==> config.mk <==
export PLATFORM = sky130hd
export DESIGN_NAME = wpg_datapath
export DESIGN_NICKNAME = d
export VERILOG_FILES = /design/src/hdl/wpg_pkg.sv /design/src/hdl/wpg_datapath.sv
export SDC_FILE = /design/constraint.sdc
export NUM_CORES = 2
export LEC_CHECK = 0
export BUFFER_PORTS_ARGS = -buffer_cell sky130_fd_sc_hd__clkbuf_2
export CELL_PAD_IN_SITES_DETAIL_PLACEMENT = 1
export CELL_PAD_IN_SITES_GLOBAL_PLACEMENT = 1
export CORE_ASPECT_RATIO = 1.1
export CORE_MARGIN = 3
export CORE_UTILIZATION = 50
export DETAILED_ROUTE_END_ITERATION = 16
export PLACE_DENSITY = 0.87
export SYNTH_ARGS = -nofsm -noshare
export SYNTH_HDL_FRONTEND = slang
export SYNTH_SLANG_ARGS = --single-unit
==> constraint.sdc <==
create_clock -name clk -period 11.7 [get_ports clk]
set_clock_uncertainty 0.05 [all_clocks]
set_input_delay 0.585 -clock clk [delete_from_list [all_inputs] [get_ports clk]]
set_output_delay 0.585 -clock clk [all_outputs]
set_load 0.03 [all_outputs]
==> src/hdl/wpg_pkg.sv <==
`timescale 1ns / 1ps
// wpg_pkg: shared types, codes and helper functions for the waypoint guidance core
// no dependencies; imported by every module of the block but wpg_ram

package wpg_pkg;

	// table depth default
	localparam int WAYPOINTS_DEF = 64;

	// result saturation limits
	localparam logic signed [65:0] SAT_HI = 66'sd8388607;
	localparam logic signed [65:0] SAT_LO = -66'sd8388608;

	// configuration reset values
	localparam logic [15:0]        XY_GAIN_RST   = 16'd64;
	localparam logic [15:0]        VERT_GAIN_RST = 16'd64;
	localparam logic [15:0]        HEAD_GAIN_RST = 16'd128;
	localparam logic signed [15:0] COS_RST       = 16'sd16384;
	localparam logic signed [15:0] SIN_RST       = 16'sd0;
	localparam logic [31:0]        RADIUS_RST    = 32'd10000;
	localparam logic [15:0]        DWELL_RST     = 16'd50;
	localparam logic [6:0]         WP_COUNT_RST  = 7'd1;

	typedef enum logic [1:0] {
		CMD_LOAD   = 2'd0,
		CMD_START  = 2'd1,
		CMD_SAMPLE = 2'd2,
		CMD_NONE   = 2'd3
	} wpg_cmd_t;

	typedef enum logic [2:0] {
		REG_XY_GAIN   = 3'd0,
		REG_VERT_GAIN = 3'd1,
		REG_HEAD_GAIN = 3'd2,
		REG_COS       = 3'd3,
		REG_SIN       = 3'd4,
		REG_RADIUS    = 3'd5,
		REG_DWELL     = 3'd6,
		REG_WP_COUNT  = 3'd7
	} wpg_reg_t;

	typedef enum logic [2:0] {
		ST_IDLE,
		ST_ADVANCE,
		ST_READ,
		ST_DIFF,
		ST_CALC,
		ST_FINISH
	} wpg_state_t;

	// one multiply per step; the drain step only retires the last product
	typedef enum logic [3:0] {
		STEP_SQ_X  = 4'd0,
		STEP_SQ_Y  = 4'd1,
		STEP_SQ_Z  = 4'd2,
		STEP_UP    = 4'd3,
		STEP_YAW   = 4'd4,
		STEP_XC    = 4'd5,
		STEP_YS    = 4'd6,
		STEP_XS    = 4'd7,
		STEP_YC    = 4'd8,
		STEP_EAST  = 4'd9,
		STEP_NORTH = 4'd10,
		STEP_DRAIN = 4'd11
	} wpg_step_t;

	typedef struct packed {
		logic      capture;
		logic      load_diff;
		logic      mul_en;
		wpg_step_t step;
	} wpg_dp_ctl_t;

	function automatic logic signed [23:0] sat24(input logic signed [65:0] v);
		if (v > SAT_HI)
			return 24'sh7FFFFF;
		else if (v < SAT_LO)
			return $signed(24'h800000);
		else
			return v[23:0];
	endfunction

endpackage

==> src/hdl/wpg_datapath.sv <==
`timescale 1ns / 1ps
// wpg_datapath: error forming, one shared signed multiplier, accumulator and result registers
// depends on wpg_pkg

module wpg_datapath (
	input  logic                      clk,
	input  logic                      arst_n,
	input  wpg_pkg::wpg_dp_ctl_t      ctl,
	input  logic signed [23:0]        pos_x,
	input  logic signed [23:0]        pos_y,
	input  logic signed [23:0]        pos_z,
	input  logic [12:0]               heading,
	input  logic signed [23:0]        way_x,
	input  logic signed [23:0]        way_y,
	input  logic signed [23:0]        way_z,
	input  logic [15:0]               xy_gain,
	input  logic [15:0]               vertical_gain,
	input  logic [15:0]               heading_gain,
	input  logic signed [15:0]        datum_cosine,
	input  logic signed [15:0]        datum_sine,
	input  logic [31:0]               arrive_radius_sq,
	output logic signed [23:0]        east_cmd,
	output logic signed [23:0]        north_cmd,
	output logic signed [23:0]        up_cmd,
	output logic signed [23:0]        yaw_rate_cmd,
	output logic                      in_radius
);

	import wpg_pkg::*;

	logic signed [23:0] px_q, py_q, pz_q;
	logic [12:0]        hd_q;
	logic signed [24:0] dx_q, dy_q, dz_q;
	logic signed [40:0] op_a;
	logic signed [24:0] op_b;
	logic signed [65:0] prod_s1;
	wpg_step_t          step_s1;
	logic               post_s1;
	logic signed [51:0] acc_q;
	logic signed [40:0] rot_q;
	logic signed [65:0] rnd8, rnd22;
	logic               in_radius_q;
	logic signed [23:0] east_q, north_q, up_q, yaw_q;

	// operand select for the shared multiplier
	always_comb begin
		op_a = 41'sd0;
		op_b = 25'sd0;
		case (ctl.step)
			STEP_SQ_X: begin
				op_a = 41'(dx_q);
				op_b = dx_q;
			end
			STEP_SQ_Y: begin
				op_a = 41'(dy_q);
				op_b = dy_q;
			end
			STEP_SQ_Z: begin
				op_a = 41'(dz_q);
				op_b = dz_q;
			end
			STEP_UP: begin
				op_a = 41'(dz_q);
				op_b = $signed({9'd0, vertical_gain});
			end
			STEP_YAW: begin
				op_a = 41'sd0 - $signed({28'd0, hd_q});
				op_b = $signed({9'd0, heading_gain});
			end
			STEP_XC: begin
				op_a = 41'(dx_q);
				op_b = 25'(datum_cosine);
			end
			STEP_YS: begin
				op_a = 41'(dy_q);
				op_b = 25'(datum_sine);
			end
			STEP_XS: begin
				op_a = 41'(dx_q);
				op_b = 25'(datum_sine);
			end
			STEP_YC: begin
				op_a = 41'(dy_q);
				op_b = 25'(datum_cosine);
			end
			STEP_EAST: begin
				op_a = rot_q;
				op_b = $signed({9'd0, xy_gain});
			end
			STEP_NORTH: begin
				op_a = acc_q[40:0];
				op_b = $signed({9'd0, xy_gain});
			end
			default: begin
				op_a = 41'sd0;
				op_b = 25'sd0;
			end
		endcase
	end

	// round half up at the two output scalings
	assign rnd8  = (prod_s1 + 66'sd128) >>> 8;
	assign rnd22 = (prod_s1 + 66'sd2097152) >>> 22;

	always_ff @(posedge clk) begin
		if (ctl.capture) begin
			px_q <= pos_x;
			py_q <= pos_y;
			pz_q <= pos_z;
			hd_q <= heading;
		end
		if (ctl.load_diff) begin
			dx_q <= 25'(way_x) - 25'(px_q);
			dy_q <= 25'(way_y) - 25'(py_q);
			dz_q <= 25'(way_z) - 25'(pz_q);
		end
		if (ctl.mul_en) begin
			prod_s1 <= op_a * op_b;
			step_s1 <= ctl.step;
		end
		if (post_s1) begin
			case (step_s1) inside
				STEP_SQ_X, STEP_XC: acc_q <= 52'(prod_s1);
				STEP_SQ_Y, STEP_SQ_Z, STEP_YC: acc_q <= acc_q + 52'(prod_s1);
				STEP_YS: acc_q <= acc_q - 52'(prod_s1);
				STEP_XS: begin
					// park the east rotation, start the north one
					rot_q <= acc_q[40:0];
					acc_q <= 52'(prod_s1);
				end
				STEP_UP: begin
					up_q <= sat24(rnd8);
					// accumulator still holds the squared distance here
					in_radius_q <= $unsigned(acc_q) < {20'd0, arrive_radius_sq};
				end
				STEP_YAW:   yaw_q   <= sat24(rnd8);
				STEP_EAST:  east_q  <= sat24(rnd22);
				STEP_NORTH: north_q <= sat24(rnd22);
				default: ;
			endcase
		end
	end

	always_ff @(posedge clk or negedge arst_n) begin
		if (!arst_n) begin
			post_s1 <= 1'b0;
		end else begin
			post_s1 <= ctl.mul_en;
		end
	end

	assign east_cmd     = east_q;
	assign north_cmd    = north_q;
	assign up_cmd       = up_q;
	assign yaw_rate_cmd = yaw_q;
	assign in_radius    = in_radius_q;

endmodule

=== After elaboration in Yosys (flattened, before gate mapping) ===
Index checks and enable logic that the tools add are counted.

* Bits in registers: 421
* Input port bits: 278
* Output and inout port bits: 97
* Logic and storage cells: 85

* Add/sub/neg operators: 8
* Multipliers: 1
* $lt $le $gt $ge: 5
* Equality and inequality tests: 20
* Muxes and demuxes: 10
* Bitwise operators: 7
* Reductions and logical operators: 17

{| class="wikitable"
|+ Operators by type and width
! operator !! number
|-
| case mux 41 bit (6 select lines) || 1
|-
| two-way mux 52 bit || 4
|-
| case mux 25 bit (8 select lines) || 1
|-
| two-way mux 24 bit || 4
|-
| subtractor 24 x 24 -> 25 bit || 3
|-
| adder 66 x 23 -> 66 bit, second input constant || 1
|-
| adder 66 x 9 -> 66 bit, second input constant || 1
|-
| multiplier 41 x 25 -> 66 bit || 1
|-
| > comparator 58 x 24 -> 1 bit, second input constant || 1
|-
| < comparator 58 x 24 -> 1 bit, second input constant || 1
|-
| adder 52 bit || 1
|-
| < comparator 52 x 32 -> 1 bit || 1
|-
| subtractor 52 bit || 1
|-
| > comparator 44 x 24 -> 1 bit, second input constant || 1
|-
| < comparator 44 x 24 -> 1 bit, second input constant || 1
|-
| == test 4 x 3 -> 1 bit, second input constant || 8
|-
| == test 4 bit, second input constant || 6
|-
| == test 4 x 2 -> 1 bit, second input constant || 4
|-
| subtractor 1 x 13 -> 14 bit, first input constant || 1
|-
| OR reduction 2 bit || 5
|-
| AND reduction 9 bit || 1
|-
| OR reduction 3 bit || 3
|-
| == test 4 x 1 -> 1 bit, second input constant || 2
|-
| zero test 4 bit || 2
|-
| 7 further kinds || 13
|}

=== Depth between registers and ports, before layout ===
* Word-level depth: 5
* Depth in mapped cells: 38
* Gate-level depth less buffers: 35

=== Worst setup path before layout ===
OpenSTA, ideal clock, no wires.

* Path type: input port to flip-flop
* Start: input ctl[0] (netlist bit)
* End: register prod_s1[62], data pin
* Library setup time: 262 ps
* Arrival: 9409 ps
* Required time: 11388 ps
* Setup slack: 1979 ps
* Stages on the path: 33
* Buffers on the path: 4
* Cells stage by stage: clkbuf_1 > buf_1 > buf_1 > mux2_2 > a222oi_1 > nand2_1 > a21oi_1 > clkbuf_1 > nor2_1 > fa_1 > inv_1 > fa_1 > fa_1 > inv_1 > fa_1 > fa_1 > fa_1 > inv_1 > fa_1 > inv_1 > ha_1 > a21o_1 > a21o_1 > a21o_1 > or3_1 > o22a_1 > a41oi_2 > o211ai_1 > a22o_1 > o41ai_1 > o21ai_1 > a211oi_1 > xnor2_1

* Cells in the longest elaborated chain, start to end: 4
* Elaborated cells between the ends (all ways): 20
* Those cells by class: mul (1); eq/ne (10); mux (2); reduce/logical (7)

{| class="wikitable"
|+ RTL lines
! item !! line !! text
|-
| start: declaration || wpg_datapath.sv:8 || <nowiki>input wpg_pkg::wpg_dp_ctl_t ctl,</nowiki>
|-
| == test 4 bit (tied with other cells) || wpg_datapath.sv:49 || <nowiki>case (ctl.step)</nowiki>
|-
| OR reduction 3 bit (no line) or OR reduction 2 bit (tied branches) || n/a ||
|-
| case mux 41 bit (6 select lines) or case mux 25 bit (8 select lines) (tied branches) || wpg_datapath.sv:49 ||
|-
| multiplier 41 x 25 -> 66 bit * || wpg_datapath.sv:118 || <nowiki>prod_s1 <= op_a * op_b;</nowiki>
|-
| end signal: assignment || wpg_datapath.sv:118 ||
|-
| end: declaration || wpg_datapath.sv:36 || <nowiki>logic signed [65:0] prod_s1;</nowiki>
|}

Every way passes the cells marked *; elsewhere a longest branch is shown, timed or not.
A chain may end at the register's enable or synchronous reset.

=== Worst setup path after layout ===
* Start: register hd_q[6]
* End: register prod_s1[59], data pin

* Cells in the longest elaborated chain, start to end: 3

{| class="wikitable"
|+ RTL lines
! item !! line !! text
|-
| start: declaration || wpg_datapath.sv:32 || <nowiki>logic [12:0] hd_q;</nowiki>
|-
| start signal: assignment || wpg_datapath.sv:110 || <nowiki>hd_q <= heading;</nowiki>
|-
| subtractor 1 x 13 -> 14 bit || wpg_datapath.sv:67 || <nowiki>op_a = 41'sd0 - $signed({28'd0, hd_q});</nowiki>
|-
| case mux 41 bit (6 select lines) || wpg_datapath.sv:49 ||
|-
| multiplier 41 x 25 -> 66 bit || wpg_datapath.sv:118 ||
|}

Every way passes these cells.

==> run_results.csv <==
group,metric,value,unit
floorplan,start_util,50.70,%
setup_path,end_kind,"flop",
detailed_routing,drc,0,
detailed_routing,drt_iter0_markers,6046,
setup_path,crit_arrival,11590,ps
sta,fin_crit_sh,96.23,%
detailed_routing,viasPerCell,6.320,
setup_path,start_kind,"flop",
run,cap_violations,0,
cells_and_area,seqCellArea,12640,sq um
setup_path,regToRegEndpoint,"prod_s1[59]",
synth,ys.flop_type,"edfxtp_1",
placement,gp_congestion,1.059,
placement,dp_cells,8533,
setup_path,crit_family,"adder cells",
sta,tns,0,ps
clock_network,cts_tree,"yes",
clock_network,cts.path.max_buffers,3,
cells_and_area,multiInputGateArea,43300,sq um
detailed_routing,final_antenna_net_count,0,
min_path,min_to,"pz_q[5]",
synth,ys_warn_count,0,
clock_network,cts-buffers-inserted,51,
setup_path,crit_fanout,13,
setup_path,critPathKind,"reg -> reg",
cells_and_area,finalNetCount,8646,
cells_and_area,nFillCells,13910,
clock_network,clock_sinks,421,
setup_path,reg2reg_depth,34,
cells_and_area,fin_cells,8629,
min_path,hp-class,"in -> reg",
floorplan,dieArea,128200,sq um
setup_path,reg2reg_slack,440,ps
cells_and_area,syn_to_final_growth,9.349,%
setup_path,slowest_stage,"a221o_1",
floorplan,die_h,375.2,um
sta,period_minus_slack,11260,ps
grt,use_met2,64.82,%
sta,timing.fmax,0.08882,GHz
detailed_routing,wl,257500,um
floorplan,die_w,341.7,um
synth,synth_edf_count,420,
grt,grt_pass1_vias,60600,
synth,netlist_area,61970,sq um
placement,port_buffers,374,
grt,antenna_found_initial,5,
clock_network,clkLatencyLatePin,660,ps
min_path,whs_path_depth,1,
cells_and_area,layout_commonest_cell,"inv_1",
cells_and_area,drive_gt1_share,10.67,%
grt,met3_usage,10.92,%
floorplan,fp-row-count,134,
floorplan,core_area,122200,sq um
setup_path,crit_buf_inv,7,
grt,grt_use_met1,47.11,%
setup_path,crit_path_max_incr_delay,700,ps
sta,worstMarginPinSlew,1397,ps
synth,synth.distinct_cells,91,
min_path,hold_path.startpoint,"pos_z[5]",
synth,synth_fp_nets,8347,
detailed_routing,post_drt_wl_per_cell,29.85,um
synth,ys_seq_area_share,20.39,%
sta,whs,57.13,ps
synth,synth-seq-cells,421,
detailed_routing,via_count,54540,
sta,hold_viol_final,0,
grt,grt_overflow_total,0,
sta,slew_viol_final,0,
sta,setup_viol_count_final,0,
floorplan,io_pins,375,
grt,grt_pass1_wl,384100,um
setup_path,required,12030,ps
synth,postSynthAreaPerCell,9.309,sq um
cells_and_area,final_cell_mix,"inv_1, fa_1, nand2_1",
clock_network,cts_root_buf,"clkbuf_16",
synth,ys_async_sr_fraction,0.2375,%
sta,relSlewSlack,6.878,%
setup_path,r2r_start,"hd_q[6]",
grt,grt_start_max_net_pins,86,
grt,top_usage_layer,"met2",
placement,hpwl,211300,um
synth,netlist_instances,6657,
detailed_routing,drt_first_pass_iters,10,
grt,grt_usage,40.13,%
sta,rsz0062_at_grt,"false",
clock_network,h-tree-depth,2,
clock_network,clk_pin_slew_worst_paths,60,ps
outcome,status,"finished clean",
state kept, by name, summed over array words and instances, names as in the netlist, 24 cells and up:
name,cells
prod_s1,66
acc_q,52
rot_q,41
dx_q,25
dy_q,25
dz_q,25
east_cmd,24
north_cmd,24
px_q,24
py_q,24
pz_q,24
up_cmd,24
yaw_rate_cmd,24
layer usage:
metal | up-vias | part of all wire, % | wire length [um]
li1 | 22090 | - | -
met1 | 27450 | 34 | 88740
met2 | 3826 | 46 | 118600
met3 | 1162 | 11 | 28880
met4 | 6 | 8.2 | 21240
met5 | - | 0.020 | 51
synthesized netlist by cell type, types with 9 or more instances:
cell type	count	area, sq um
a2111oi_0	9	78.83
a211o_1	10	87.58
a211oi_1	32	240.2
a21boi_0	9	67.56
a21o_1	92	690.7
a21oi_1	271	1356
a221o_1	33	330.3
a221oi_1	57	499.2
a222oi_1	58	580.6
a22oi_1	16	120.1
a31o_2	9	78.83
a31oi_1	21	131.4
and2_1	30	187.7
and3_1	31	193.9
and4_1	18	157.7
buf_1	15	56.30
clkbuf_1	282	1059
edfxtp_1	420	12610
fa_1	1031	20640
ha_1	381	4767
inv_1	1340	5030
mux2_2	15	168.9
nand2_1	766	2875
nand2b_1	57	356.6
nand3_1	94	470.5
nand4_1	51	319.1
nor2_1	595	2233
nor2b_1	36	225.2
nor3_1	83	415.4
nor4_1	30	187.7
o211ai_1	16	120.1
o21a_1	26	195.2
o21ai_0	170	850.8
o21ai_2	20	175.2
o21bai_1	51	382.9
o221ai_1	9	78.83
o22ai_1	57	356.6
o31a_1	9	78.83
o31ai_1	14	105.1
or2_2	28	175.2
or3_1	21	131.4
or4_1	14	105.1
xnor2_1	167	1463
xor2_1	51	446.7
cell type report:
type	count	area share, %
clock buffer	66	1.967
tap	1632	3.014
clock inverter	22	0.2087
inverter	1342	7.434
timing repair buffer	553	4.797
multi-input combinational	4587	63.91
sequential	421	18.65
antenna	6	0.02216
kinds of logic (layout without fill, tap and decap cells):
group / Yosys count / in the layout / synth area share [%]
compound gates: 1057 / 1057 / 11.73
xor+xnor: 218 / 218 / 3.081
flops: 421 / 421 / 20.39
mux: 21 / 21 / 0.3695
buf+inv: 1649 / 1983 / 10.06
fa+ha+maj: 1412 / 1412 / 41.00
other cells: 0 / 6 / 0
simple gates: 1879 / 1879 / 13.37
per-stage QoR:
stage	setup slack [ps]	area [sq um]	util [%]
global placement	1035	66250	54.21
global route	185.6	67750	55.43
detailed placement	620.2	66250	54.21
finish	440.9	67760	55.44
CTS	691.4	67740	55.42
floorplan	1979	61970	-
worst max-delay path by stage:
stage,startpoint,end,slack [ps],cells after the start
3_5_place_dp,ctl[2],prod_s1[59],620,36
3_3_place_gp,ctl[2],prod_s1[59],1030,35
5_1_grt,hd_q[7],prod_s1[59],190,34
4_1_cts,hd_q[6],prod_s1[59],690,34
6_report,hd_q[6],prod_s1[59],440,34
2_1_floorplan,ctl[0],prod_s1[62],1980,33
timing repair:
item                      in CTS  in global routing
setup buffers                  0                  0
hold endpoints to repair       1                  0
hold buffers                   1                  0
resized for setup              0                  0
Power is left out: the tool's default activity adds up to more than one toggle a clock period on the data nets, which glitch-free logic cannot reach.
