### src/hdl/wpg_pkg.sv
`timescale 1ns / 1ps
// wpg_pkg: shared types, codes and helper functions for the waypoint guidance core
// no dependencies; imported by every module of the block but wpg_ram

package wpg_pkg;

	// table depth default
	localparam int WAYPOINTS_DEF = 64;

	// result saturation limits
	localparam logic signed [65:0] SAT_HI = 66'sd8388607;
	localparam logic signed [65:0] SAT_LO = -66'sd8388608;

	// configuration reset values
	localparam logic [15:0]        XY_GAIN_RST   = 16'd64;
	localparam logic [15:0]        VERT_GAIN_RST = 16'd64;
	localparam logic [15:0]        HEAD_GAIN_RST = 16'd128;
	localparam logic signed [15:0] COS_RST       = 16'sd16384;
	localparam logic signed [15:0] SIN_RST       = 16'sd0;
	localparam logic [31:0]        RADIUS_RST    = 32'd10000;
	localparam logic [15:0]        DWELL_RST     = 16'd50;
	localparam logic [6:0]         WP_COUNT_RST  = 7'd1;

	typedef enum logic [1:0] {
		CMD_LOAD   = 2'd0,
		CMD_START  = 2'd1,
		CMD_SAMPLE = 2'd2,
		CMD_NONE   = 2'd3
	} wpg_cmd_t;

	typedef enum logic [2:0] {
		REG_XY_GAIN   = 3'd0,
		REG_VERT_GAIN = 3'd1,
		REG_HEAD_GAIN = 3'd2,
		REG_COS       = 3'd3,
		REG_SIN       = 3'd4,
		REG_RADIUS    = 3'd5,
		REG_DWELL     = 3'd6,
		REG_WP_COUNT  = 3'd7
	} wpg_reg_t;

	typedef enum logic [2:0] {
		ST_IDLE,
		ST_ADVANCE,
		ST_READ,
		ST_DIFF,
		ST_CALC,
		ST_FINISH
	} wpg_state_t;

	// one multiply per step; the drain step only retires the last product
	typedef enum logic [3:0] {
		STEP_SQ_X  = 4'd0,
		STEP_SQ_Y  = 4'd1,
		STEP_SQ_Z  = 4'd2,
		STEP_UP    = 4'd3,
		STEP_YAW   = 4'd4,
		STEP_XC    = 4'd5,
		STEP_YS    = 4'd6,
		STEP_XS    = 4'd7,
		STEP_YC    = 4'd8,
		STEP_EAST  = 4'd9,
		STEP_NORTH = 4'd10,
		STEP_DRAIN = 4'd11
	} wpg_step_t;

	typedef struct packed {
		logic      capture;
		logic      load_diff;
		logic      mul_en;
		wpg_step_t step;
	} wpg_dp_ctl_t;

	function automatic logic signed [23:0] sat24(input logic signed [65:0] v);
		if (v > SAT_HI)
			return 24'sh7FFFFF;
		else if (v < SAT_LO)
			return $signed(24'h800000);
		else
			return v[23:0];
	endfunction

endpackage

### src/hdl/wpg_ctrl.sv
`timescale 1ns / 1ps
// wpg_ctrl: command decode, step sequencer and mission state (phase, dwell, finish)
// depends on wpg_pkg

module wpg_ctrl #(
	parameter int WAYPOINTS = wpg_pkg::WAYPOINTS_DEF
) (
	input  logic                 clk,
	input  logic                 arst_n,
	input  logic                 start,
	input  logic [1:0]           cmd,
	input  logic [15:0]          dwell_ticks,
	input  logic [6:0]           waypoint_count,
	input  logic                 in_radius,
	output logic                 busy,
	output logic                 ram_re,
	output logic [6:0]           phase,
	output wpg_pkg::wpg_dp_ctl_t dp_ctl,
	output logic                 result_valid,
	output logic [6:0]           current_phase,
	output logic                 done_res
);

	import wpg_pkg::*;

	wpg_state_t state_q, state_nx;
	wpg_step_t  step_q;
	logic       running_q, finished_q, arrived_q;
	logic [6:0] phase_q, plan_n;
	logic [15:0] dwell_q;
	logic       valid_q, done_q;
	logic [6:0] phase_out_q;
	logic       accept, go_sample;
	logic       arrived_nx, finished_nx;
	logic [15:0] dwell_nx;

	assign accept    = start && (state_q == ST_IDLE);
	assign go_sample = accept && (wpg_cmd_t'(cmd) == CMD_SAMPLE) && running_q && !finished_q;

	// plan size clamped to the table; a count of zero is taken as one
	always_comb begin
		if (waypoint_count == 7'd0)
			plan_n = 7'd1;
		else if (32'(waypoint_count) > 32'(WAYPOINTS))
			plan_n = 7'(WAYPOINTS);
		else
			plan_n = waypoint_count;
	end

	always_comb begin
		state_nx = state_q;
		unique case (state_q)
			ST_IDLE:    if (go_sample) state_nx = ST_ADVANCE;
			ST_ADVANCE: state_nx = ST_READ;
			ST_READ:    state_nx = ST_DIFF;
			ST_DIFF:    state_nx = ST_CALC;
			ST_CALC:    if (step_q == STEP_DRAIN) state_nx = ST_FINISH;
			ST_FINISH:  state_nx = ST_IDLE;
			default:    state_nx = ST_IDLE;
		endcase
	end

	always_comb begin
		busy             = state_q != ST_IDLE;
		ram_re           = state_q == ST_READ;
		dp_ctl.capture   = accept && (wpg_cmd_t'(cmd) == CMD_SAMPLE);
		dp_ctl.load_diff = state_q == ST_DIFF;
		dp_ctl.mul_en    = (state_q == ST_CALC) && (step_q != STEP_DRAIN);
		dp_ctl.step      = step_q;
	end

	// arrival and dwell update at the end of a sample
	always_comb begin
		arrived_nx  = arrived_q;
		dwell_nx    = dwell_q;
		finished_nx = finished_q;
		if (in_radius) begin
			if (!arrived_q) begin
				arrived_nx = 1'b1;
				dwell_nx   = 16'd0;
			end else if (dwell_q != 16'hFFFF) begin
				dwell_nx = dwell_q + 16'd1;
			end
			if (phase_q >= plan_n && dwell_nx > dwell_ticks)
				finished_nx = 1'b1;
		end else begin
			arrived_nx = 1'b0;
			dwell_nx   = 16'd0;
		end
	end

	always_ff @(posedge clk or negedge arst_n) begin
		if (!arst_n) begin
			state_q     <= ST_IDLE;
			step_q      <= STEP_SQ_X;
			running_q   <= 1'b0;
			finished_q  <= 1'b0;
			arrived_q   <= 1'b0;
			phase_q     <= 7'd0;
			dwell_q     <= 16'd0;
			valid_q     <= 1'b0;
			done_q      <= 1'b0;
			phase_out_q <= 7'd0;
		end else begin
			state_q <= state_nx;
			valid_q <= 1'b0;
			if (accept && wpg_cmd_t'(cmd) == CMD_START) begin
				running_q  <= 1'b1;
				finished_q <= 1'b0;
				phase_q    <= 7'd1;
				arrived_q  <= 1'b0;
				dwell_q    <= 16'd0;
			end
			if (state_q == ST_ADVANCE && dwell_q > dwell_ticks && phase_q < plan_n) begin
				phase_q   <= phase_q + 7'd1;
				arrived_q <= 1'b0;
				dwell_q   <= 16'd0;
			end
			if (state_q == ST_DIFF)
				step_q <= STEP_SQ_X;
			else if (state_q == ST_CALC && step_q != STEP_DRAIN)
				step_q <= wpg_step_t'(step_q + 4'd1);
			if (state_q == ST_FINISH) begin
				arrived_q   <= arrived_nx;
				dwell_q     <= dwell_nx;
				finished_q  <= finished_nx;
				valid_q     <= 1'b1;
				phase_out_q <= phase_q;
				done_q      <= finished_nx;
			end
		end
	end

	assign phase         = phase_q;
	assign result_valid  = valid_q;
	assign current_phase = phase_out_q;
	assign done_res      = done_q;

endmodule

### config.mk
export PLATFORM = sky130hd
export DESIGN_NAME = wpg_ctrl
export DESIGN_NICKNAME = d
export VERILOG_FILES = /design/src/hdl/wpg_pkg.sv /design/src/hdl/wpg_ctrl.sv
export SDC_FILE = /design/constraint.sdc
export NUM_CORES = 1
export LEC_CHECK = 0
export ABC_CLOCK_PERIOD_IN_PS = 3500
export BUFFER_PORTS_ARGS = -buffer_cell sky130_fd_sc_hd__buf_2
export CAP_MARGIN = 20
export CORE_ASPECT_RATIO = 1.25
export CORE_MARGIN = 2
export CORE_UTILIZATION = 23
export CTS_BUF_LIST = sky130_fd_sc_hd__clkbuf_8
export DETAILED_ROUTE_END_ITERATION = 16
export PLACE_DENSITY = 0.45
export SYNTH_ARGS = -nofsm -noshare
export SYNTH_HDL_FRONTEND = slang
export SYNTH_SLANG_ARGS = --single-unit
### constraint.sdc
create_clock -name clk -period 3.5 [get_ports clk]
set_input_delay 0.35 -clock clk [delete_from_list [all_inputs] [get_ports clk]]
set_output_delay 0.35 -clock clk [all_outputs]
set_load 0.02 [all_outputs]
======== Word-level counts from Yosys, hierarchy flattened ========
Cells that the tools add are included.
word-level totals
  latch bits .............................. 0
  bits in registers ....................... 42
  memories kept ........................... 0
  bits in read-only memories .............. 0
  bits in writable memories ............... 0
  output and inout port bits .............. 25
operators by class
  $add $sub $neg .......................... 3
  shift-type cells ........................ 0
  equality and inequality tests ........... 12
  bitwise logic cells ..................... 0
  mux-type cells .......................... 24
  reductions and logical operators ........ 18
  multiply operators ...................... 0
  div/mod/pow operators ................... 0
  order comparisons ....................... 5
operators by type and width
  operator                                                         count
  16-bit two-way mux                                               7
  16-bit > comparator                                              2
  7-bit two-way mux                                                4
  16-bit by 1-bit adder with 16-bit output, second input constant  1
  16-bit inequality test, second input constant                    1
  3-bit one-hot mux with 5 select lines                            1
  1-bit logical AND                                                9
  1-bit two-way mux                                                8
  4-bit two-way mux                                                2
  7-bit by 1-bit adder with 7-bit output, second input constant    1
  7-bit greater-or-equal comparator                                1
  7-bit > comparator, second input constant                        1
  7-bit logical NOT                                                1
  7-bit less-than comparator                                       1
  3-bit by 2-bit == test with 1-bit output, second input constant  2
  3-bit == test, second input constant                             2
  3-bit two-way mux                                                2
  2-bit nonzero test                                               3
  3-bit nonzero test                                               2
  4-bit by 1-bit adder with 4-bit output, second input constant    1
  4-bit == test, second input constant                             1
  2-bit inequality test, second input constant                     2
  4-bit inequality test, second input constant                     1
  3-bit by 1-bit == test with 1-bit output, second input constant  1
  5 further kinds                                                  5

======== Logic depth before layout (Yosys ltp) ========
Gate-level depths: netlist of the first run.
  word-level depth ........................ 9
  depth in mapped cells ................... 14
  mapped depth without buffers ............ 14

======== Least setup slack after synthesis of the first run ========
No wires, ideal clock.
  kind .................................... flip-flop to flip-flop
  from .................................... reg dwell_q[5]
  to ...................................... reg done_q, in the netlist done_res
  setup slack ............................. 636 ps
  arrival ................................. 2,732 ps
  cell stages (with the launch flop) ...... 14
  clock period less this slack ............ 2,864 ps
  cells stage by stage .................... dfrtp_1 buf_2 nand4_2 or4_4 nor2_1 nand3_1 o21ai_0 nor2_1 ha_1 nand4_1 or2_2 o31a_1 a21oi_1 nor2_1
between the ends
  cells in the longest elaborated chain, start to end .. 8
  elaborated cells between the ends (all ways) .. 9
RTL lines
  element                                                                             line                            text
  start, declared                                                                     wpg_ctrl.sv:30                  logic [15:0] dwell_q;
  start signal, assigned                                                              wpg_ctrl.sv:125                 dwell_q <= dwell_nx;
  16-bit by 1-bit adder with 16-bit output or 16-bit inequality test (tied branches)  wpg_ctrl.sv:82, wpg_ctrl.sv:81
  16-bit two-way mux (*)                                                              wpg_ctrl.sv:81                  end else if (dwell_q != 16'hFFFF) begin
  16-bit two-way mux (*)                                                              wpg_ctrl.sv:78                  if (!arrived_q) begin
  16-bit two-way mux (*)                                                              wpg_ctrl.sv:77                  if (in_radius) begin
  16-bit > comparator (*)                                                             wpg_ctrl.sv:84                  if (phase_q >= plan_n && dwell_nx > dwell_ticks)
  1-bit logical AND (*)                                                               wpg_ctrl.sv:84
  1-bit two-way mux (*)                                                               wpg_ctrl.sv:84
  1-bit two-way mux (*)                                                               wpg_ctrl.sv:77
  end signal, assigned                                                                wpg_ctrl.sv:129                 done_q <= finished_nx;
  end, declared                                                                       wpg_ctrl.sv:31                  logic valid_q, done_q;
Every way passes the cells marked *; elsewhere a longest branch is shown, timed or not. The select of a mux whose other input is x is not followed.
A chain may end at the register's enable or synchronous reset.

======== Worst setup path after layout of the first run ========
  from .................................... reg dwell_q[1]
  to ...................................... reg finished_q
between the ends
  cells in the longest elaborated chain, start to end .. 9
  elaborated cells between the ends (all ways) .. 10
RTL lines
  element                                                                             line                            text
  16-bit by 1-bit adder with 16-bit output or 16-bit inequality test (tied branches)  wpg_ctrl.sv:82, wpg_ctrl.sv:81
  16-bit two-way mux (*)                                                              wpg_ctrl.sv:81
  16-bit two-way mux (*)                                                              wpg_ctrl.sv:78
  16-bit two-way mux (*)                                                              wpg_ctrl.sv:77
  16-bit > comparator (*)                                                             wpg_ctrl.sv:84
  1-bit logical AND (*)                                                               wpg_ctrl.sv:84
  1-bit two-way mux (*)                                                               wpg_ctrl.sv:84
  1-bit two-way mux (*)                                                               wpg_ctrl.sv:77
  1-bit two-way mux (*)                                                               wpg_ctrl.sv:123                 if (state_q == ST_FINISH) begin
  end signal, assigned                                                                wpg_ctrl.sv:126                 finished_q <= finished_nx;
  end, declared                                                                       wpg_ctrl.sv:28                  logic running_q, finished_q, arrived_q;
Marked as above.

==> metrics.log, run 1 <==
[metrics] effective utilization at floorplan: 23.5%
[metrics] Seq/Total Area, Yosys: 31.0%
[metrics] Post-synth EDFFs: 0
[metrics] data required time of the worst path: 3.69 ns
[metrics] share of the clock period used by the worst path: 90.1%
[metrics] TNS Setup: 0 ns
[metrics] PD cells: 434 nW/um^2
[metrics] number of warnings issued by yosys: 0
[metrics] final routed DRC violation total: 0
[metrics] Num Clock Sinks: 42
[metrics] final setup fails: 0
[metrics] worst slew slack as a fraction of its limit: 61.7%
[metrics] first drt pass iteration count: 4
[metrics] later-pin clock latency in the skew report: 0.31 ns
[metrics] Most used DFF post-synth: sky130_fd_sc_hd__dfrtp_1
[metrics] syn_area_per_cell: 8.48 um^2
[metrics] share of synthesized area spent on multiplexers: 1.51%
[metrics] Synth Cell Area: 3390 um^2
[metrics] leftover overflow at the end of global routing: 0
[metrics] area share of fa/ha/maj cells after synthesis: 15.5%
[metrics] number of global-route vias before repair: 3,123
[metrics] final weighted congestion in routability-driven placement: 0.795
[metrics] share of flip-flops with an asynchronous set or reset after synthesis: 100%
[metrics] number of nets in the final layout: 528
[metrics] main combinational cell family by area after synthesis: simple AND/OR/NAND/NOR gates
[metrics] minimum clock period after layout: 3.15 ns
[metrics] clock-pin slew of the registers on the worst-case setup and hold paths: 0.09 ns
[metrics] vias after detailed routing: 3,038
[metrics] Hold Crit Class: in -> reg
[metrics] syn_nets: 471
[metrics] highest-delay cell along the critical path: sky130_fd_sc_hd__dfrtp_1
[metrics] Critical Path Max Stage Delay: 0.44 ns
[metrics] cell type with the highest occurrence count on the critical path: sky130_fd_sc_hd__nor2_1
[metrics] final number of hold-violating endpoints: 0
[metrics] compound-cell area share of the yosys netlist: 18.6%
[metrics] final wirelength: 9.73 mm
[metrics] data arrival time of the worst path: 3.34 ns
[metrics] synthesized instance count: 400
[metrics] Antenna Cells: 0
[metrics] DP HPWL: 7.64 mm
[metrics] Slew @ Worst Pin: 0.574 ns
[metrics] via count normalized by instance count: 4.78
[metrics] kind of launch point of the worst setup path: flop
[metrics] maximum number of pins on one net before global-route repair: 43
[metrics] num ports: 54
[metrics] post-DR wirelength/cell: 15.3 um
[metrics] parity-gate share of the synthesized area counting xor and xnor cells: 4.39%
[metrics] fin. max-slew vios: 0
[metrics] run status: finished clean
[metrics] count of routing violations after the opening detailed-route iteration: 71
[metrics] number of antenna violations at the first check in global routing: 0
[metrics] die span in x: 113 um
[metrics] TritonCTS clock tree: done
[metrics] area delta synth->final: 19.4%
[metrics] setup repair after global routing missed its margin: false
[metrics] least setup slack across all paths after layout: 0.345 ns
[metrics] leakage: 0.00199 uW
[metrics] die height: 140 um
[metrics] maximum fanout encountered on the critical timing path: 7
[metrics] clock buffer count from CTS: 5
[metrics] basic-gate share of the synthesized area counting and, or, nand and nor cells: 24.1%
[metrics] placement row count: 49
[metrics] ordered list of cells on the worst path: ha_1 -> nand2_1 -> nor2_1 -> nand4_1 -> nand2_1 -> xor2_1 -> nor2_1 -> ha_1 -> o21a_1 -> o21ai_0 -> nand2b_1 -> a2111oi_0 -> nor2_1
[metrics] nature of the critical path endpoint: flop
[metrics] wire length of the first global-routing pass: 16.3 mm
[metrics] count of distinct cell types in the synthesized netlist: 56
[metrics] area of the core region: 14,400 um^2
[metrics] number of filler instances in the final layout: 1,525
[metrics] fraction of final layout cells sized beyond drive strength 1: 19.0%
[metrics] worst-case setup slack after placement: 0.253 ns
[metrics] global routing usage summed across all routing layers: 12.9%
[metrics] critical path start-end classification: reg -> reg
[metrics] total die area: 15,700 um^2
[metrics] root buffer cell: sky130_fd_sc_hd__clkbuf_8
[metrics] CTS max path bufs: 2
[metrics] upper clock frequency limit: 0.317 GHz
[metrics] number of nets still failing antenna checks after routing: 0
[metrics] MaxCap Viol Count: 0
[metrics] Setup Skew: 0.00625 ns
[metrics] total of buffers placed on input and output ports: 53
[metrics] highest ir drop seen on vdd: 0.238 mV
[metrics] number of H-tree levels: 2
[metrics] register bit count reported by yosys: 42
-- report_power, final --
group          internal (uW)  switching (uW)
Sequential               569             112
Combinational            217             372
Clock                    286             200
Total                   1070             684
-- per-stage QoR --
stage	utilization, %	std cells	power, uW	area [um^2]	hold WS, ns
2_1_floorplan	-	400	1080	3390	0.0544
3_3_place_gp	26.9	626	1280	3880	0.453
3_5_place_dp	26.9	626	1290	3880	0.457
4_1_cts	27.9	634	1790	4020	0.277
5_1_grt	28.1	636	1890	4050	0.375
6_report	28.1	636	1760	4050	0.356
-- cell usage after synthesis, types with 2 or more instances --
cell type	number	area (um^2)
sky130_fd_sc_hd__a2111oi_0	3	26.3
sky130_fd_sc_hd__o2bb2ai_1	2	17.5
sky130_fd_sc_hd__inv_1	29	109
sky130_fd_sc_hd__nand3_1	12	60.1
sky130_fd_sc_hd__and2_1	5	31.3
sky130_fd_sc_hd__nand2b_1	7	43.8
sky130_fd_sc_hd__nand2_1	46	173
sky130_fd_sc_hd__nor2b_1	5	31.3
sky130_fd_sc_hd__mux2i_1	4	40.0
sky130_fd_sc_hd__o22ai_1	2	12.5
sky130_fd_sc_hd__ha_1	42	526
sky130_fd_sc_hd__nor3_1	11	55.1
sky130_fd_sc_hd__clkbuf_1	5	18.8
sky130_fd_sc_hd__and3_1	5	31.3
sky130_fd_sc_hd__o21a_1	4	30.0
sky130_fd_sc_hd__a21oi_1	30	150
sky130_fd_sc_hd__nand4_1	13	81.3
sky130_fd_sc_hd__o211ai_1	5	37.5
sky130_fd_sc_hd__xor2_1	8	70.1
sky130_fd_sc_hd__xnor2_1	9	78.8
sky130_fd_sc_hd__a211o_1	3	26.3
sky130_fd_sc_hd__o21ai_0	17	85.1
sky130_fd_sc_hd__and4_1	3	26.3
sky130_fd_sc_hd__dfrtp_1	42	1050
sky130_fd_sc_hd__or3_1	2	12.5
sky130_fd_sc_hd__nand3b_1	2	15.0
sky130_fd_sc_hd__buf_2	8	40.0
sky130_fd_sc_hd__o21ai_1	2	10.0
sky130_fd_sc_hd__nor3_2	2	20.0
sky130_fd_sc_hd__a31oi_1	9	56.3
sky130_fd_sc_hd__or2_2	2	12.5
sky130_fd_sc_hd__nor2_1	32	120
sky130_fd_sc_hd__a21o_1	6	45.0
-- cell type report --
cell class	count	area, um^2	share of cell area [%]
tap	178	223	5.50
inverter	29	109	2.69
clock buffer	5	68.8	1.70
timing repair buffer	63	355	8.78
sequential	42	1050	26.0
clock inverter	3	68.8	1.70
multi-input combinational	316	2170	53.7
-- critical path, delay by kind of cell, from the launching register on --
kind | cells | cell delay, ns
flops | 1 | 0.44
simple gates | 7 | 1.18
xor+xnor | 1 | 0.18
fa+ha+maj | 2 | 0.56
compound gates | 3 | 0.68
-- path summary, 6_finish.rpt --
check,startpoint,end,slack (ns),cells past startpoint
hold reg to reg,current_phase[5],current_phase[5],0.48,2
min in group asynchronous,arst_n,dwell_q[5],0.52,2
hold / removal,in_radius,arrived_q,0.36,3
setup / recovery,dwell_q[1],finished_q,0.35,13
setup reg to reg,dwell_q[1],finished_q,0.35,13
max in group asynchronous,arst_n,current_phase[2],2.46,3
-- kinds of logic after synthesis --
kind of cell | Yosys count
simple gates | 156
compound gates | 96
buf+inv | 42
mux | 5
fa+ha+maj | 42
flops | 42
xor+xnor | 17
-- cells in the final DEF (no fill, tap or decap), types with 2 or more instances in the layout --
| cell type | instances |
|---|---|
| sky130_fd_sc_hd__o211ai_1 | 5 |
| sky130_fd_sc_hd__and3_1 | 5 |
| sky130_fd_sc_hd__nand3b_1 | 2 |
| sky130_fd_sc_hd__bufinv_16 | 2 |
| sky130_fd_sc_hd__a21oi_1 | 30 |
| sky130_fd_sc_hd__clkbuf_8 | 5 |
| sky130_fd_sc_hd__o21ai_0 | 17 |
| sky130_fd_sc_hd__inv_1 | 29 |
| sky130_fd_sc_hd__xor2_1 | 8 |
| sky130_fd_sc_hd__nand2b_1 | 7 |
| sky130_fd_sc_hd__o21a_1 | 4 |
| sky130_fd_sc_hd__dfrtp_1 | 42 |
| sky130_fd_sc_hd__or2_2 | 2 |
| sky130_fd_sc_hd__a21o_1 | 6 |
| sky130_fd_sc_hd__xnor2_1 | 9 |
| sky130_fd_sc_hd__nor2_1 | 32 |
| sky130_fd_sc_hd__mux2i_1 | 4 |
| sky130_fd_sc_hd__or3_1 | 2 |
| sky130_fd_sc_hd__o2bb2ai_1 | 2 |
| sky130_fd_sc_hd__nand3_1 | 12 |
| sky130_fd_sc_hd__a31oi_1 | 9 |
| sky130_fd_sc_hd__o22ai_1 | 2 |
| sky130_fd_sc_hd__and2_1 | 5 |
| sky130_fd_sc_hd__nor3_1 | 11 |
| sky130_fd_sc_hd__nor2b_1 | 5 |
| sky130_fd_sc_hd__buf_2 | 53 |
| sky130_fd_sc_hd__nand4_1 | 13 |
| sky130_fd_sc_hd__a2111oi_0 | 2 |
| sky130_fd_sc_hd__buf_4 | 8 |
| sky130_fd_sc_hd__a211o_1 | 3 |
| sky130_fd_sc_hd__ha_1 | 42 |
| sky130_fd_sc_hd__nor3_2 | 2 |
| sky130_fd_sc_hd__and4_1 | 3 |
| sky130_fd_sc_hd__o21ai_1 | 2 |
| sky130_fd_sc_hd__nand2_1 | 46 |
-- timing repair --
item,in CTS,in global routing
hold endpoints to repair,0,14
setup endpoints to repair,0,2
hold buffers,0,1
setup buffers,0,0
gates resized for setup,0,1
-- routing by layer --
metal | global-route usage (%) | wire length, um
met5 | 0 | 0
met1 | 16.0 | 4260
met3 | 1.83 | 289
met4 | 4.11 | 227
met2 | 22.9 | 4960
-- registers in the layout, summed over array words and instances, names as in the netlist, 3 cells and up --
signal / cells
current_phase: 7
dwell_q: 16
phase: 7
state_q: 3
step_q: 4
Power figures use the tool's default switching activity.
==> run 2: changes to the inputs <==
--- a/config.mk
+++ b/config.mk
@@ -10,10 +10,11 @@
 export CAP_MARGIN = 20
 export CORE_ASPECT_RATIO = 1.25
 export CORE_MARGIN = 2
-export CORE_UTILIZATION = 23
+export CORE_UTILIZATION = 59
 export CTS_BUF_LIST = sky130_fd_sc_hd__clkbuf_8
 export DETAILED_ROUTE_END_ITERATION = 16
-export PLACE_DENSITY = 0.45
+export PLACE_DENSITY = 0.89
+export RECOVER_POWER = 100
 export SYNTH_ARGS = -nofsm -noshare
 export SYNTH_HDL_FRONTEND = slang
 export SYNTH_SLANG_ARGS = --single-unit
==> constraint.sdc (replaced) <==
create_clock -name clk -period 3.5 [get_ports clk]
set_input_delay 0.525 -clock clk [delete_from_list [all_inputs] [get_ports clk]]
set_output_delay 0.525 -clock clk [all_outputs]
set_load 0.02 [all_outputs]
==> metrics.log, run 2 (synthesis gave the netlist of run 1 again) <==
[metrics] most common library cell in the layout ignoring fill and taps: sky130_fd_sc_hd__nand2_1
[metrics] first drt pass iteration count: 5 (+1)
[metrics] vias after detailed routing: 3,226 (+6.2%)
[metrics] final routed DRC violation total: 0 (unchanged)
[metrics] final setup fails: 0 (unchanged)
[metrics] number of antenna violations at the first check in global routing: 0 (unchanged)
[metrics] Setup Skew: 0.00920 ns (+0.00294 ns)
[metrics] upper clock frequency limit: 0.306 GHz (-3.5%)
[metrics] data required time of the worst path: 3.69 ns (about the same)
[metrics] fin. max-slew vios: 41 (+41)
[metrics] effective utilization at floorplan: 61.9% (+38 points)
[metrics] RR Startpoint: dwell_q[3]
[metrics] Critical Path Max Stage Delay: 0.50 ns (+0.06 ns)
[metrics] via count normalized by instance count: 6.22 (+30%)
[metrics] post-DR wirelength/cell: 15.9 um (+4.0%)
[metrics] final weighted congestion in routability-driven placement: 0.949 (+19%)
[metrics] leakage: 0.00182 uW (-8.5%)
[metrics] global routing usage summed across all routing layers: 28.1% (+15 points)
[metrics] clock buffer count from CTS: 5 (unchanged)
[metrics] number of H-tree levels: 2 (unchanged)
[metrics] Slew @ Worst Pin: 2.15 ns (+1.57 ns)
[metrics] run status: finished with violations
[metrics] clock-pin slew of the registers on the worst-case setup and hold paths: 0.08 ns (about the same)
[metrics] number of global-route vias before repair: 3,075 (-1.5%)
[metrics] Hold Crit Class: in -> async
[metrics] num ports: 54 (unchanged)
[metrics] share of the clock period used by the worst path: 93.4% (+3.2 points)
[metrics] fraction of final layout cells sized beyond drive strength 1: 11.2% (-7.8 points)
[metrics] CP top delay family: compound AO/OA/AOI/OAI gates
[metrics] Antenna Cells: 0 (unchanged)
[metrics] source of the critical timing path: dwell_q[3]
[metrics] worst path buffer plus inverter count: 0 (unchanged)
[metrics] highest-delay cell along the critical path: sky130_fd_sc_hd__dfrtp_1
[metrics] maximum fanout encountered on the critical timing path: 8 (+1)
[metrics] kind of launch point of the worst setup path: flop
[metrics] CTS max path bufs: 2 (unchanged)
[metrics] total die area: 6370 um^2 (-59%)
[metrics] minimum clock period after layout: 3.27 ns (+0.113 ns)
[metrics] failing checks: capacitance limit, slew limit
[metrics] internal reg-to-reg setup slack: 0.23 ns (-0.11 ns)
[metrics] max reg flops: 16 (unchanged)
[metrics] end of the worst register-to-register path: done_res
[metrics] leftover overflow at the end of global routing: 0 (unchanged)
[metrics] commonest cells after routing, fill and taps aside: 46 x sky130_fd_sc_hd__nand2_1, 42 x sky130_fd_sc_hd__ha_1, 41 x sky130_fd_sc_hd__dfrtp_1, 32 x sky130_fd_sc_hd__nor2_1
[metrics] MaxCap Viol Count: 1 (+1)
[metrics] maximum number of pins on one net before global-route repair: 43 (unchanged)
[metrics] wire length of the first global-routing pass: 14.0 mm (-14%)
[metrics] final number of hold-violating endpoints: 0 (unchanged)
[metrics] area of the core region: 5480 um^2 (-62%)
[metrics] highest ir drop seen on vdd: 0.425 mV (+79%)
[metrics] Pwr Total: 1630 uW (-7.4%)
[metrics] PD cells: 432 nW/um^2 (-0.41%)
[metrics] setup repair after global routing missed its margin: false
[metrics] number of nets still failing antenna checks after routing: 0 (unchanged)
[metrics] Num Clock Sinks: 42 (unchanged)
[metrics] area delta synth->final: 11.0%
[metrics] count of routing violations after the opening detailed-route iteration: 273 (+280%)
[metrics] critical path start-end classification: reg -> reg
[metrics] die height: 88.8 um (-36%)
[metrics] depth of the worst register-to-register path: 13 (unchanged)
[metrics] total of buffers placed on input and output ports: 53 (unchanged)
[metrics] later-pin clock latency in the skew report: 0.31 ns (about the same)
[metrics] die span in x: 71.8 um (-36%)
[metrics] post-CTS setup buffer count: 0 (unchanged)
[metrics] ordered list of cells on the worst path: nand4_2 -> nor4_4 -> a21oi_2 -> nand3_1 -> xor2_1 -> nor2_1 -> ha_1 -> a21o_1 -> a21o_1 -> a21oi_1 -> o22ai_1 -> a2111oi_0 -> nor2_1
[metrics] final wirelength: 8.26 mm (-15%)
[metrics] data arrival time of the worst path: 3.45 ns (+0.11 ns)
[metrics] nature of the critical path endpoint: flop
[metrics] placement row count: 30 (-39%)
[metrics] TritonCTS clock tree: done
[metrics] DP HPWL: 6.44 mm (-16%)
[metrics] register ranked first by flip-flop count: dwell_q
[metrics] worst slew slack as a fraction of its limit: -43.1% (-100 points)
[metrics] number of nets in the final layout: 525 (-0.57%)
[metrics] root buffer cell: sky130_fd_sc_hd__clkbuf_8
[metrics] TNS Setup: 0 ns (unchanged)
## run 2: changes by cell type in the layout (fill, tap and decap cells not counted), moves of 2 or more
| cell | change |
|---|---|
| sky130_fd_sc_hd__buf_4 | -3 |
| sky130_fd_sc_hd__nor3_1 | +2 |
| sky130_fd_sc_hd__clkbuf_1 | +28 |
| sky130_fd_sc_hd__buf_2 | -26 |
| sky130_fd_sc_hd__a2111oi_0 | +2 |
| sky130_fd_sc_hd__nor3_2 | -2 |
## run 2: routing by layer
| layer | track usage (%) | vias to the layer above | wire length [um] |
|---|---|---|---|
| li1 | - | 1543 | - |
| met2 | 51.8 | 118 | 4340 |
| met3 | 3.76 | 31 | 353 |
| met4 | 10.6 | 0 | 265 |
| met1 | 33.3 | 1534 | 3290 |
| met5 | 0 | - | 0 |
## run 2: per-stage QoR
| stage | instance area, um^2 | setup slack, ns | utilization [%] | cells | hold slack (ns) |
|---|---|---|---|---|---|
| floorplan | 3390 | 0.636 | - | 400 | 0.229 |
| global placement | 3720 | 0.340 | 67.9 | 510 | 0.452 |
| detailed placement | 3720 | 0.254 | 67.9 | 510 | 0.463 |
| CTS | 3830 | 0.235 | 69.9 | 518 | 0.400 |
| global route | 3760 | 0.00336 | 68.7 | 519 | 0.0254 |
| finish | 3760 | 0.232 | 68.7 | 519 | 0.0253 |
## run 2: worst max path at each step
stage          slack, ns  depth (start not counted)        to
5_1_grt            0.003                         13  done_res
6_report            0.23                         13  done_res
4_1_cts             0.23                         14  done_res
2_1_floorplan       0.64                         13  done_res
3_3_place_gp        0.34                         14  done_res
3_5_place_dp        0.25                         14  done_res
## run 2: power breakdown
| group | total (uW) | internal (uW) | switching [uW] |
|---|---|---|---|
| Sequential | 678 | 569 | 109 |
| Combinational | 556 | 184 | 372 |
| Clock | 392 | 210 | 182 |
## run 2: timing repair
action                     4_1_cts  5_1_grt
gates resized for setup          0        1
setup endpoints to repair        0        1
hold buffers                     0        0
## run 2: final cells by class
type                            instances  area [um^2]
Multi-Input combinational cell        316         2130
Clock inverter                          3         41.3
Timing Repair Buffer                   60          278
Inverter                               29          109
Clock buffer                            5         68.8
Fill cell                             444         1720
Sequential cell                        42         1050
Tap cell                               64         80.1
==> run 3: changes to the inputs <==
--- a/config.mk
+++ b/config.mk
@@ -8,12 +8,14 @@
 export ABC_CLOCK_PERIOD_IN_PS = 3500
 export BUFFER_PORTS_ARGS = -buffer_cell sky130_fd_sc_hd__buf_2
 export CAP_MARGIN = 20
+export CELL_PAD_IN_SITES_DETAIL_PLACEMENT = 0
+export CELL_PAD_IN_SITES_GLOBAL_PLACEMENT = 2
 export CORE_ASPECT_RATIO = 1.25
 export CORE_MARGIN = 2
-export CORE_UTILIZATION = 59
+export CORE_UTILIZATION = 35
 export CTS_BUF_LIST = sky130_fd_sc_hd__clkbuf_8
 export DETAILED_ROUTE_END_ITERATION = 16
-export PLACE_DENSITY = 0.89
+export PLACE_DENSITY = 0.88
 export RECOVER_POWER = 100
 export SYNTH_ARGS = -nofsm -noshare
 export SYNTH_HDL_FRONTEND = slang
==> metrics.log, run 3 (synthesis gave the netlist of run 1 again) <==
[metrics] Setup Skew: 0.00548 ns (-0.00372 ns)
[metrics] TritonCTS clock tree: done
[metrics] run status: finished with violations
[metrics] register ranked first by flip-flop count: dwell_q
[metrics] data required time of the worst path: 3.68 ns (about the same)
[metrics] highest ir drop seen on vdd: 0.292 mV (-31%)
[metrics] vias after detailed routing: 3,129 (-3.0%)
[metrics] total cell area at the placement stage: 3810 um^2 (+2.3%)
[metrics] setup repair after global routing missed its margin: false
[metrics] die span in x: 92.0 um (+28%)
[metrics] data arrival time of the worst path: 3.35 ns (-0.10 ns)
[metrics] share of the clock period used by the worst path: 90.4% (-3.0 points)
[metrics] commonest cells after routing, fill and taps aside: 46 x sky130_fd_sc_hd__nand2_1, 42 x sky130_fd_sc_hd__ha_1, 39 x sky130_fd_sc_hd__dfrtp_1, 32 x sky130_fd_sc_hd__nor2_1, 30 x sky130_fd_sc_hd__a21oi_1
[metrics] effective utilization at floorplan: 35.7% (-26 points)
[metrics] failing checks: capacitance limit, slew limit
[metrics] area delta synth->final: 15.2%
[metrics] kind of launch point of the worst setup path: flop
[metrics] Slew @ Worst Pin: 2.06 ns (-0.0907 ns)
[metrics] total of buffers placed on input and output ports: 53 (unchanged)
[metrics] nature of the critical path endpoint: flop
[metrics] number of nets still failing antenna checks after routing: 0 (unchanged)
[metrics] number of filler instances in the final layout: 1,019 (+130%)
[metrics] max reg flops: 16 (unchanged)
[metrics] worst slew slack as a fraction of its limit: -37.0% (+6.0 points)
[metrics] leftover overflow at the end of global routing: 0 (unchanged)
[metrics] number of H-tree levels: 2 (unchanged)
[metrics] later-pin clock latency in the skew report: 0.30 ns (about the same)
[metrics] DP HPWL: 6.90 mm (+7.2%)
[metrics] count of routing violations after the opening detailed-route iteration: 112 (-59%)
[metrics] fin. max-slew vios: 37 (-9.8%)
[metrics] critical path start-end classification: reg -> reg
[metrics] PD cells: 435 nW/um^2 (+0.73%)
[metrics] num ports: 54 (unchanged)
[metrics] Cell Count, Final, Fillers Out: 585 (+13%)
[metrics] number of antenna violations at the first check in global routing: 0 (unchanged)
[metrics] fraction of final layout cells sized beyond drive strength 1: 12.9% (+1.6 points)
[metrics] TNS Setup: 0 ns (unchanged)
[metrics] final weighted congestion in routability-driven placement: 0.852 (-10%)
[metrics] Critical Path Max Stage Delay: 0.45 ns (-0.05 ns)
[metrics] minimum clock period after layout: 3.16 ns (-0.105 ns)
[metrics] storage element area: 1050 um^2 (+0.24%)
[metrics] Antenna Cells: 0 (unchanged)
[metrics] placement row count: 40 (+33%)
[metrics] highest-delay cell along the critical path: sky130_fd_sc_hd__dfrtp_2
[metrics] ordered list of cells on the worst path: ha_1 -> nand2_1 -> nor4_4 -> a21oi_2 -> nand3_1 -> xor2_1 -> nor2_1 -> ha_1 -> a21o_1 -> a21o_1 -> a21oi_1 -> o22ai_1 -> a2111oi_2 -> nor2_1
[metrics] leakage: 0.00185 uW (+1.8%)
[metrics] area of the core region: 9510 um^2 (+74%)
[metrics] clock buffer count from CTS: 5 (unchanged)
[metrics] cell count after placement: 573 (+12%)
[metrics] maximum number of pins on one net before global-route repair: 43 (unchanged)
[metrics] first drt pass iteration count: 4 (-1)
[metrics] wire length of the first global-routing pass: 15.1 mm (+8.2%)
[metrics] MaxCap Viol Count: 1 (unchanged)
[metrics] most common library cell in the layout ignoring fill and taps: sky130_fd_sc_hd__nand2_1
[metrics] die height: 114 um (+28%)
[metrics] total die area: 10,500 um^2 (+65%)
[metrics] number of global-route vias before repair: 3,101 (+0.85%)
[metrics] via count normalized by instance count: 5.35 (-14%)
[metrics] root buffer cell: sky130_fd_sc_hd__clkbuf_8
[metrics] post-DR wirelength/cell: 15.2 um (-4.5%)
[metrics] maximum fanout encountered on the critical timing path: 5 (-3)
[metrics] Hold Crit Class: in -> async
[metrics] final number of hold-violating endpoints: 0 (unchanged)
[metrics] total area of multi-input combinational cells: 2140 um^2 (+0.35%)
[metrics] number of nets in the final layout: 529 (+0.76%)
[metrics] upper clock frequency limit: 0.316 GHz (+3.3%)
[metrics] global routing usage summed across all routing layers: 17.8% (-10 points)
[metrics] clock-pin slew of the registers on the worst-case setup and hold paths: 0.09 ns (about the same)
[metrics] final routed DRC violation total: 0 (unchanged)
[metrics] Num Clock Sinks: 42 (unchanged)
[metrics] final wirelength: 8.89 mm (+7.7%)
[metrics] final setup fails: 0 (unchanged)
[metrics] CTS max path bufs: 2 (unchanged)
[metrics] number of buffers added to fix hold violations after cts: 0 (unchanged)
[metrics] final instance area: 3910 um^2 (+3.8%)
## run 3: power breakdown
part	internal [uW]	switching, uW
registers	570	104
clock network	286	188
logic	183	368
total	1040	661
## run 3: timing repair
action / 4_1_cts / 5_1_grt
buffers inserted: 0 / 3
setup endpoints to repair: 0 / 2
gates resized for setup: 0 / 6
## run 3: per-stage QoR
step | setup WS (ns) | hold slack (ns) | utilization (%) | power (uW)
after global placement | 0.253 | 0.454 | 40.0 | 1270
after detailed placement | 0.0644 | 0.462 | 40.0 | 1280
final | 0.337 | 0.120 | 41.1 | 1700
after floorplan | 0.636 | 0.229 | - | 1080
after global routing | 0.0108 | 0.138 | 41.1 | 1820
after CTS | 0.0392 | 0.428 | 41.5 | 1760
## run 3: area by class of cell
type | instances | area share (%)
multi-input combinational | 316 | 54.8
sequential | 42 | 27.0
timing repair buffer | 64 | 7.82
tap | 126 | 4.04
inverter | 29 | 2.79
clock buffer | 5 | 1.76
clock inverter | 3 | 1.76
## run 3: worst paths after layout
path	endpoint	depth (start not counted)	from	slack, ns
hold / removal	dwell_q[2]	1	arst_n	0.12
max in group asynchronous	dwell_q[7]	2	arst_n	0.98
setup reg to reg	done_res	14	dwell_q[0]	0.34
min in group clk	running_q	1	running_q	0.48
hold reg to reg	running_q	1	running_q	0.48
setup / recovery	done_res	14	dwell_q[0]	0.34
## run 3: per-layer routing
layer	global-route usage (%)	vias to the layer above	wire (um)
met2	31.9	73	4410
met5	0	-	0
li1	-	1553	-
met3	2.05	9	315
met1	22.9	1494	4050
met4	4.48	0	111
## run 3: worst max-delay path: cells and delay by family, from the launching register on
family	cells	cell delay, ns
adder cells (fa/ha/maj)	2	0.56
XOR/XNOR	1	0.16
AND/OR/NAND/NOR	5	0.52
flip-flops	1	0.45
AO/OA/AOI/OAI	6	1.34
